**config.mk**
```make
export PLATFORM = sky130hd
export DESIGN_NAME = link_presence_echo_handshake_flat
export DESIGN_NICKNAME = d
export VERILOG_FILES = /design/src/rtl/core/lpeh_pkg.sv /design/src/rtl/core/lpeh_if.sv /design/src/rtl/core/lpeh_cfg_regs.sv /design/src/rtl/core/link_presence_echo_handshake.sv /design/src/flat_wrapper.sv
export SDC_FILE = /design/constraint.sdc
export NUM_CORES = 1
export LEC_CHECK = 0
export ABC_CLOCK_PERIOD_IN_PS = 5800
export BUFFER_PORTS_ARGS = -buffer_cell sky130_fd_sc_hd__buf_2
export CAP_MARGIN = 40
export CORE_MARGIN = 5
export CORE_UTILIZATION = 47
export CTS_CLUSTER_SIZE = 8
export DETAILED_ROUTE_END_ITERATION = 6
export MAX_ROUTING_LAYER = met4
export PLACE_DENSITY = 0.65
export SYNTH_ARGS = -nofsm -noshare
export SYNTH_HDL_FRONTEND = slang
export SYNTH_SLANG_ARGS = --single-unit
```
**constraint.sdc**
```tcl
create_clock -name clk -period 5.8 [get_ports clk]
set_clock_uncertainty 0.15 [all_clocks]
set_input_delay 0.29 -clock clk [delete_from_list [all_inputs] [get_ports clk]]
set_output_delay 0.29 -clock clk [all_outputs]
set_load 0.005 [all_outputs]
```
**src/rtl/core/lpeh_pkg.sv**
```systemverilog
// ----------------------------------------------------------------------------
// lpeh_pkg
// Types, codes and helpers for the link presence/echo handshake.
// ----------------------------------------------------------------------------
`timescale 1ns / 1ps

package lpeh_pkg;

	localparam int unsigned MAX_CHARS = 8;

	// request codes
	typedef enum logic [1:0] {
		REQ_START   = 2'd0,
		REQ_TICK    = 2'd1,
		REQ_RX_BYTE = 2'd2,
		REQ_TX_DONE = 2'd3
	} req_t;

	// failure reasons
	localparam logic [1:0] FAIL_NONE        = 2'd0;
	localparam logic [1:0] FAIL_NO_PRESENCE = 2'd1;
	localparam logic [1:0] FAIL_HANDSHAKE   = 2'd2;

	// configuration register indexes
	localparam logic [1:0] CFG_TIMEOUT   = 2'd0;
	localparam logic [1:0] CFG_THRESHOLD = 2'd1;
	localparam logic [1:0] CFG_CHARS     = 2'd2;
	localparam logic [1:0] CFG_LENGTH    = 2'd3;

	// configuration reset values
	localparam logic [15:0] TIMEOUT_RST   = 16'd2000;
	localparam logic [7:0]  THRESHOLD_RST = 8'd10;
	localparam logic [63:0] CHARS_RST     = 64'd0;
	localparam logic [3:0]  LENGTH_RST    = 4'd8;

	typedef enum logic [3:0] {
		PH_IDLE     = 4'b0001,
		PH_PRESENCE = 4'b0010,
		PH_TX_WAIT  = 4'b0100,
		PH_RX_WAIT  = 4'b1000
	} phase_t;

	typedef struct packed {
		logic [15:0] timeout_ticks;
		logic [7:0]  presence_threshold;
		logic [63:0] control_chars;
		logic [3:0]  control_length;
	} cfg_t;

	typedef struct packed {
		logic [1:0] req_type;
		logic       cts_high;
		logic [7:0] rx_byte;
		logic       tx_ok;
	} item_t;

	typedef struct packed {
		logic       tx_valid;
		logic [7:0] tx_byte;
		logic       finished;
		logic       success;
		logic [1:0] fail_reason;
	} res_t;

	// character count in use, clamped to the character field
	function automatic logic [3:0] used_length(input logic [3:0] len);
		used_length = (len > 4'(MAX_CHARS)) ? 4'(MAX_CHARS) : len;
	endfunction

	// byte at a position, first character in the low byte
	function automatic logic [7:0] char_at(input logic [63:0] chars, input logic [3:0] pos);
		char_at = chars[pos[2:0]*8 +: 8];
	endfunction

endpackage

```
**src/rtl/core/lpeh_if.sv**
```systemverilog
// ----------------------------------------------------------------------------
// lpeh channel interfaces
// Request, result and configuration-write channels with valid/ready.
// ----------------------------------------------------------------------------
`timescale 1ns / 1ps

interface lpeh_req_if;
	logic       valid;
	logic       ready;
	logic [1:0] req_type;
	logic       cts_high;
	logic [7:0] rx_byte;
	logic       tx_ok;

	modport source (output valid, req_type, cts_high, rx_byte, tx_ok, input ready);
	modport sink   (input valid, req_type, cts_high, rx_byte, tx_ok, output ready);
endinterface

interface lpeh_res_if;
	logic       valid;
	logic       ready;
	logic       tx_valid;
	logic [7:0] tx_byte;
	logic       finished;
	logic       success;
	logic [1:0] fail_reason;

	modport source (output valid, tx_valid, tx_byte, finished, success, fail_reason,
		input ready);
	modport sink   (input valid, tx_valid, tx_byte, finished, success, fail_reason,
		output ready);
endinterface

interface lpeh_cfg_if;
	logic        valid;
	logic        ready;
	logic [1:0]  reg_index;
	logic [63:0] wdata;

	modport source (output valid, reg_index, wdata, input ready);
	modport sink   (input valid, reg_index, wdata, output ready);
endinterface

```
**src/rtl/core/lpeh_cfg_regs.sv**
```systemverilog
// ----------------------------------------------------------------------------
// lpeh_cfg_regs
// Configuration register file; takes one write transfer per cycle.
// ----------------------------------------------------------------------------
`timescale 1ns / 1ps

module lpeh_cfg_regs (
	input  logic             clk,
	input  logic             arst_n,
	lpeh_cfg_if.sink         cfg,
	output lpeh_pkg::cfg_t   regs
);

	lpeh_pkg::cfg_t regs_q;

	assign cfg.ready = 1'b1;
	assign regs      = regs_q;

	// register writes
	always_ff @(posedge clk or negedge arst_n) begin
		if (!arst_n) begin
			regs_q.timeout_ticks      <= lpeh_pkg::TIMEOUT_RST;
			regs_q.presence_threshold <= lpeh_pkg::THRESHOLD_RST;
			regs_q.control_chars      <= lpeh_pkg::CHARS_RST;
			regs_q.control_length     <= lpeh_pkg::LENGTH_RST;
		end else if (cfg.valid && cfg.ready) begin
			unique case (cfg.reg_index)
				lpeh_pkg::CFG_TIMEOUT:   regs_q.timeout_ticks      <= cfg.wdata[15:0];
				lpeh_pkg::CFG_THRESHOLD: regs_q.presence_threshold <= cfg.wdata[7:0];
				lpeh_pkg::CFG_CHARS:     regs_q.control_chars      <= cfg.wdata;
				lpeh_pkg::CFG_LENGTH:    regs_q.control_length     <= cfg.wdata[3:0];
			endcase
		end
	end

endmodule

```
**src/rtl/core/link_presence_echo_handshake.sv**
```systemverilog
// ----------------------------------------------------------------------------
// link_presence_echo_handshake
// Serial link bring-up: CTS presence sensing, then send-and-echo handshake.
// ----------------------------------------------------------------------------
//  port   dir    kind         contents
//  req    sink   valid/ready  req_type, cts_high, rx_byte, tx_ok
//  res    source valid/ready  tx_valid, tx_byte, finished, success, fail_reason
//  cfg    sink   valid/ready  reg_index, wdata (always ready)
//
//  One item per cycle sustained while res is not stalled; each item gives exactly one result.
//  Items are registered in the input register (_s1), then in the result register.
//  All state updates happen in the logic between those registers.
//  A stalled result holds the input stage; req.ready drops only when both are full.
//  Reset returns the phase to idle, clears the counters and loads the register defaults.
// ----------------------------------------------------------------------------
`timescale 1ns / 1ps

module link_presence_echo_handshake (
	input  logic       clk,
	input  logic       arst_n,
	lpeh_req_if.sink   req,
	lpeh_res_if.source res,
	lpeh_cfg_if.sink   cfg
);

	lpeh_pkg::cfg_t   cfg_regs;

	logic             valid_s1;
	lpeh_pkg::item_t  item_s1;
	logic             adv;

	lpeh_pkg::phase_t phase_q, phase_nx;
	logic [15:0]      elapsed_q, elapsed_nx, elapsed_inc;
	logic [7:0]       conf_q, conf_nx, conf_tick;
	logic [3:0]       pos_q, pos_nx, pos_inc, len_used;
	logic             timed_out;
	lpeh_pkg::req_t   req_code;

	logic             res_valid_q;
	lpeh_pkg::res_t   res_q, res_nx;

	lpeh_cfg_regs u_cfg_regs (
		.clk    (clk),
		.arst_n (arst_n),
		.cfg    (cfg),
		.regs   (cfg_regs)
	);

	// handshake control
	assign adv       = valid_s1 && (!res_valid_q || res.ready);
	assign req.ready = !valid_s1 || adv;

	// input stage
	always_ff @(posedge clk or negedge arst_n) begin
		if (!arst_n) begin
			valid_s1 <= 1'b0;
		end else if (req.ready) begin
			valid_s1 <= req.valid;
		end
	end

	always_ff @(posedge clk) begin
		if (req.valid && req.ready) begin
			item_s1.req_type <= req.req_type;
			item_s1.cts_high <= req.cts_high;
			item_s1.rx_byte  <= req.rx_byte;
			item_s1.tx_ok    <= req.tx_ok;
		end
	end

	// shared arithmetic
	assign req_code    = lpeh_pkg::req_t'(item_s1.req_type);
	assign len_used    = lpeh_pkg::used_length(cfg_regs.control_length);
	assign elapsed_inc = (elapsed_q == 16'hFFFF) ? elapsed_q : elapsed_q + 16'd1;
	assign timed_out   = elapsed_inc >= cfg_regs.timeout_ticks;
	assign pos_inc     = pos_q + 4'd1;
	assign conf_tick   = item_s1.cts_high ? ((conf_q == 8'd0) ? conf_q : conf_q - 8'd1)
	                                      : ((conf_q == 8'hFF) ? conf_q : conf_q + 8'd1);

	// next state and result
	always_comb begin
		phase_nx   = phase_q;
		elapsed_nx = elapsed_q;
		conf_nx    = conf_q;
		pos_nx     = pos_q;
		res_nx     = '0;
		if (req_code == lpeh_pkg::REQ_START) begin
			phase_nx   = lpeh_pkg::PH_PRESENCE;
			elapsed_nx = '0;
			conf_nx    = '0;
			pos_nx     = '0;
		end else begin
			unique case (phase_q)
				lpeh_pkg::PH_PRESENCE: begin
					if (req_code == lpeh_pkg::REQ_TICK) begin
						conf_nx = conf_tick;
						if (conf_tick >= cfg_regs.presence_threshold) begin
							pos_nx = '0;
							if (len_used == 4'd0) begin
								phase_nx        = lpeh_pkg::PH_IDLE;
								res_nx.finished = 1'b1;
								res_nx.success  = 1'b1;
							end else begin
								phase_nx        = lpeh_pkg::PH_TX_WAIT;
								res_nx.tx_valid = 1'b1;
								res_nx.tx_byte  =
									lpeh_pkg::char_at(cfg_regs.control_chars, 4'd0);
							end
						end else begin
							elapsed_nx = elapsed_inc;
							if (timed_out) begin
								phase_nx           = lpeh_pkg::PH_IDLE;
								res_nx.finished    = 1'b1;
								res_nx.fail_reason = lpeh_pkg::FAIL_NO_PRESENCE;
							end
						end
					end
				end
				lpeh_pkg::PH_TX_WAIT: begin
					if (req_code == lpeh_pkg::REQ_TICK) begin
						elapsed_nx = elapsed_inc;
						if (timed_out) begin
							phase_nx           = lpeh_pkg::PH_IDLE;
							res_nx.finished    = 1'b1;
							res_nx.fail_reason = lpeh_pkg::FAIL_HANDSHAKE;
						end
					end else if (req_code == lpeh_pkg::REQ_TX_DONE) begin
						if (item_s1.tx_ok) begin
							phase_nx = lpeh_pkg::PH_RX_WAIT;
						end else begin
							phase_nx           = lpeh_pkg::PH_IDLE;
							res_nx.finished    = 1'b1;
							res_nx.fail_reason = lpeh_pkg::FAIL_HANDSHAKE;
						end
					end
				end
				lpeh_pkg::PH_RX_WAIT: begin
					if (req_code == lpeh_pkg::REQ_TICK) begin
						elapsed_nx = elapsed_inc;
						if (timed_out) begin
							phase_nx           = lpeh_pkg::PH_IDLE;
							res_nx.finished    = 1'b1;
							res_nx.fail_reason = lpeh_pkg::FAIL_HANDSHAKE;
						end
					end else if (req_code == lpeh_pkg::REQ_RX_BYTE) begin
						// echo of the current character moves to the next one
						if (item_s1.rx_byte ==
						    lpeh_pkg::char_at(cfg_regs.control_chars, pos_q)) begin
							pos_nx = pos_inc;
							if (pos_inc >= len_used) begin
								phase_nx        = lpeh_pkg::PH_IDLE;
								res_nx.finished = 1'b1;
								res_nx.success  = 1'b1;
							end else begin
								phase_nx        = lpeh_pkg::PH_TX_WAIT;
								res_nx.tx_valid = 1'b1;
								res_nx.tx_byte  =
									lpeh_pkg::char_at(cfg_regs.control_chars, pos_inc);
							end
						end
					end
				end
				default: begin
					// idle: everything but a start is dropped
				end
			endcase
		end
	end

	// state registers
	always_ff @(posedge clk or negedge arst_n) begin
		if (!arst_n) begin
			phase_q   <= lpeh_pkg::PH_IDLE;
			elapsed_q <= '0;
			conf_q    <= '0;
			pos_q     <= '0;
		end else if (adv) begin
			phase_q   <= phase_nx;
			elapsed_q <= elapsed_nx;
			conf_q    <= conf_nx;
			pos_q     <= pos_nx;
		end
	end

	// result register
	always_ff @(posedge clk or negedge arst_n) begin
		if (!arst_n) begin
			res_valid_q <= 1'b0;
		end else if (adv) begin
			res_valid_q <= 1'b1;
		end else if (res.ready) begin
			res_valid_q <= 1'b0;
		end
	end

	always_ff @(posedge clk) begin
		if (adv) begin
			res_q <= res_nx;
		end
	end

	assign res.valid       = res_valid_q;
	assign res.tx_valid    = res_q.tx_valid;
	assign res.tx_byte     = res_q.tx_byte;
	assign res.finished    = res_q.finished;
	assign res.success     = res_q.success;
	assign res.fail_reason = res_q.fail_reason;

endmodule

```
**src/flat_wrapper.sv**
```systemverilog
// flat-port wrapper written by rule: the top's interface ports become plain ports
module link_presence_echo_handshake_flat 
  (clk, arst_n, req_valid, req_req_type, req_cts_high, req_rx_byte, req_tx_ok, req_ready, res_valid, res_tx_valid, res_tx_byte, res_finished, res_success, res_fail_reason, res_ready, cfg_valid, cfg_reg_index, cfg_wdata, cfg_ready);
  lpeh_req_if req_i ();
  lpeh_res_if res_i ();
  lpeh_cfg_if cfg_i ();
  input  logic clk;
  input  logic arst_n;
  input wire logic [$bits(req_i.valid)-1:0] req_valid;
  input wire logic [$bits(req_i.req_type)-1:0] req_req_type;
  input wire logic [$bits(req_i.cts_high)-1:0] req_cts_high;
  input wire logic [$bits(req_i.rx_byte)-1:0] req_rx_byte;
  input wire logic [$bits(req_i.tx_ok)-1:0] req_tx_ok;
  output wire logic [$bits(req_i.ready)-1:0] req_ready;
  output wire logic [$bits(res_i.valid)-1:0] res_valid;
  output wire logic [$bits(res_i.tx_valid)-1:0] res_tx_valid;
  output wire logic [$bits(res_i.tx_byte)-1:0] res_tx_byte;
  output wire logic [$bits(res_i.finished)-1:0] res_finished;
  output wire logic [$bits(res_i.success)-1:0] res_success;
  output wire logic [$bits(res_i.fail_reason)-1:0] res_fail_reason;
  input wire logic [$bits(res_i.ready)-1:0] res_ready;
  input wire logic [$bits(cfg_i.valid)-1:0] cfg_valid;
  input wire logic [$bits(cfg_i.reg_index)-1:0] cfg_reg_index;
  input wire logic [$bits(cfg_i.wdata)-1:0] cfg_wdata;
  output wire logic [$bits(cfg_i.ready)-1:0] cfg_ready;
  assign req_i.valid = req_valid;
  assign req_i.req_type = req_req_type;
  assign req_i.cts_high = req_cts_high;
  assign req_i.rx_byte = req_rx_byte;
  assign req_i.tx_ok = req_tx_ok;
  assign req_ready = req_i.ready;
  assign res_valid = res_i.valid;
  assign res_tx_valid = res_i.tx_valid;
  assign res_tx_byte = res_i.tx_byte;
  assign res_finished = res_i.finished;
  assign res_success = res_i.success;
  assign res_fail_reason = res_i.fail_reason;
  assign res_i.ready = res_ready;
  assign cfg_i.valid = cfg_valid;
  assign cfg_i.reg_index = cfg_reg_index;
  assign cfg_i.wdata = cfg_wdata;
  assign cfg_ready = cfg_i.ready;
  link_presence_echo_handshake u_core (.clk(clk), .arst_n(arst_n), .req(req_i), .res(res_i), .cfg(cfg_i));
endmodule
```
==> run metrics <==
outcome finished, final reports clean; RePlAce Congestion around 0.86; initial antenna violation count 0; ratio of cells with drive above 1 in the final layout 30.2%; cell taking the most area after synthesis dfrtp_1; Initial DRC Count between 400 and 500; reg-to-reg slack, setup roughly 1.4 ns; Power Density 349 nW/µm²; Max Clk Rate approximately 0.23 GHz; CP Max Fanout 16; Wirelength per Cell around 19 µm; Root Driver clkbuf_16; vias per inst about 5.8; Main synth FF type dfrtp_1; RSZ-0062 raised after global routing false; Ports just under 100; clock buffer depth 2; total CTS buffers 17; Seq/Total Area, Yosys between 40% and 50%; critical path type flip-flop to flip-flop; post-synth top area share around 34%; Global Route Usage Sum between 20% and 30%; asr flop ratio synth between 80 and 90%; setup violators final 0; Die Ht roughly 140 µm; worst vdd ir roughly 230 µV; LEAKAGE approximately 4.5 nW; worst slew pin tran between 0.8 and 0.9 ns; Fin. Hold Viols 0; top post-synthesis cells by area dfrtp_1, mux2_2, edfxtp_1, mux4_2, ha_1; cell area after synthesis between 8000 and 9000 µm²; Ant. Diodes 0; vias in the first global route between 6,000 and 7,000; Layout area overhead 23.7%; post-synth cell types ~70; Clk Latency, worst-skew pair 0.43 ns; DP HPWL about 15,000 µm; post-CTS setup buffers 0; Min-Delay Path Class input pin to flip-flop; startpoint types flip-flop; Post-synth EDFFs 25; post-layout min period 4.44 ns; Post-Route WL 21,700 µm; final setup TNS 0 ns; commonest non-fill, non-tap cells in the layout dfrtp_1, buf_2, mux2_2, dlygate4sd3_1, nand2_1; crit end category flip-flop; clk sink count 151; DIE AREA 21,000 µm²; CTS H-tree lvls 4; Final Cycle Share approximately three quarters; Critical Path RT 5.96 ns; Clock Pin Slew Worst Setup and Hold Paths around 0.060 ns; PortBufs 97; Avg Cell Area, Syn between 10 and 15 µm²; core area approximately 18,000 µm²; post-layout util 59.0%; commonest non-fill, non-tap cell in the layout dfrtp_1; CTS resizes 0; synth warn 0; MaxCap Viol Count 0; via count 6,534; layout net count slightly above 1,000; Slew Limit Fails 0; syn_nets 848; # hold bufs at CTS 74; Cells after Synth ~730; worst endpoint data arrival time between 4 and 5 ns; remaining global-route overflow 0; Routed Antenna Nets 0; Initial Utilization a little under half; Die X around 140 µm; FP Rows just under 50; FF+latch count, synth between 150 and 200; TritonCTS clock tree yes; largest net degree at the start of global routing between 60 and 70; DR DRC count 0; Relative slew margins slightly above 40%; global-route wire length before repair between 30,000 and 40,000 µm; DR pass1 iterations 5
worst max-delay path: stages (launching register included):
cell and delay [ns]:
dfrtp_1 0.49, or4_1 0.64, nor4b_4 0.50, mux2i_1 0.25, xnor2_1 0.19, ha_1 0.27
nand2b_1 0.09, a211oi_1 0.07, nor3_1 0.38, o221ai_1 0.24, a21oi_1 0.19, buf_4 0.23
or2_1 0.28, mux2_1 0.35
cell type report:
type | instances | area (µm²)
multi-input cells | 505 | 4340
inverters | 38 | 143
clock buffers | 21 | 482
flip-flops and latches | 151 | 3920
clock inverters | 11 | 108
fillers | 1439 | 7370
well taps | 229 | 287
repair buffers | 181 | 1330
where the power goes:
part           leakage [nW]  internal, mW  switching [mW]
sequential             1.78          1.27           0.187
clock                 0.291         0.646           0.463
combinational          2.40         0.555           0.584
total                  4.47          2.47            1.23
logic make-up (layout without fill, tap and decap cells):
logic type,count (synthesis),count (layout),share of synthesized area [%]
compound gates,138,138,11.0
mux,134,134,21.6
fa+ha+maj,33,33,4.82
xor+xnor,22,22,2.25
buf+inv,76,251,3.70
flops,151,151,45.7
other cells,1,1,0.0438
simple gates,177,177,10.8
routing by layer:
| metal | vias up | part of all wire, % | GRT usage [%] |
|---|---|---|---|
| li1 | 3060 | - | - |
| met1 | 3254 | 43 | 27.1 |
| met2 | 193 | 51 | 35.9 |
| met3 | 27 | 4.6 | 4.02 |
| met4 | 0 | 1.6 | 5.70 |
| met5 | - | 0 | - |
per-stage QoR:
step	std cells	power (mW)	hold WS, ns	worst slack, ns	instance area (µm²)
global route	1136	3.92	0.0255	1.05	10600
CTS	1136	3.72	0.00892	1.42	10600
global placement	1026	2.53	0.320	1.47	9220
floorplan	732	2.25	-0.156	1.71	8560
detailed placement	1030	2.56	0.0297	1.43	9270
finish	1136	3.70	0.0209	1.36	10600
path summary, 6_finish.rpt:
kind	startpoint	cells after the start	end
max in group asynchronous	arst_n	4	u_core.u_cfg_regs.regs[32]
max reg2reg	u_core.conf_q[2]	13	u_core.elapsed_q[13]
min	cfg_wdata[2]	3	u_core.u_cfg_regs.regs[78]
max	u_core.conf_q[2]	13	u_core.elapsed_q[13]
min reg2reg	u_core.u_cfg_regs.regs[72]	1	u_core.u_cfg_regs.regs[72]
min in group asynchronous	arst_n	2	u_core.u_cfg_regs.regs[67]
synthesized netlist by cell type (3+ instances only):
| library cell | count |
|---|---|
| dfrtp_1 | 116 |
| mux2_2 | 82 |
| nand2_1 | 59 |
| o21ai_0 | 43 |
| inv_1 | 37 |
| ha_1 | 33 |
| clkbuf_1 | 30 |
| mux4_2 | 30 |
| nor2_1 | 29 |
| edfxtp_1 | 25 |
| a21oi_1 | 21 |
| mux2i_1 | 19 |
| xnor2_1 | 19 |
| nand3_1 | 16 |
| nor3_1 | 16 |
| o31ai_1 | 16 |
| nand4_1 | 12 |
| dfstp_2 | 10 |
| nand2b_1 | 10 |
| a22o_1 | 9 |
| o2bb2ai_1 | 9 |
| nor2b_1 | 6 |
| a21o_1 | 5 |
| a31oi_1 | 5 |
| or4_1 | 4 |
| buf_2 | 3 |
| nand3b_1 | 3 |
| nor4_1 | 3 |
| o21a_1 | 3 |
| o41ai_1 | 3 |
| xor2_1 | 3 |
registers in the layout, indices dropped and copies added (netlist names), 2 cells and up:
signal and flops:
u_core.conf_q 8, u_core.u_cfg_regs.regs 92, u_core.item_s1 10, u_core.phase_q 4, u_core.res.fail_reason 2, u_core.req_code 2, u_core.res.tx_byte 8, u_core.pos_q 4
u_core.elapsed_q 16
(Power assumes the default switching activity.)
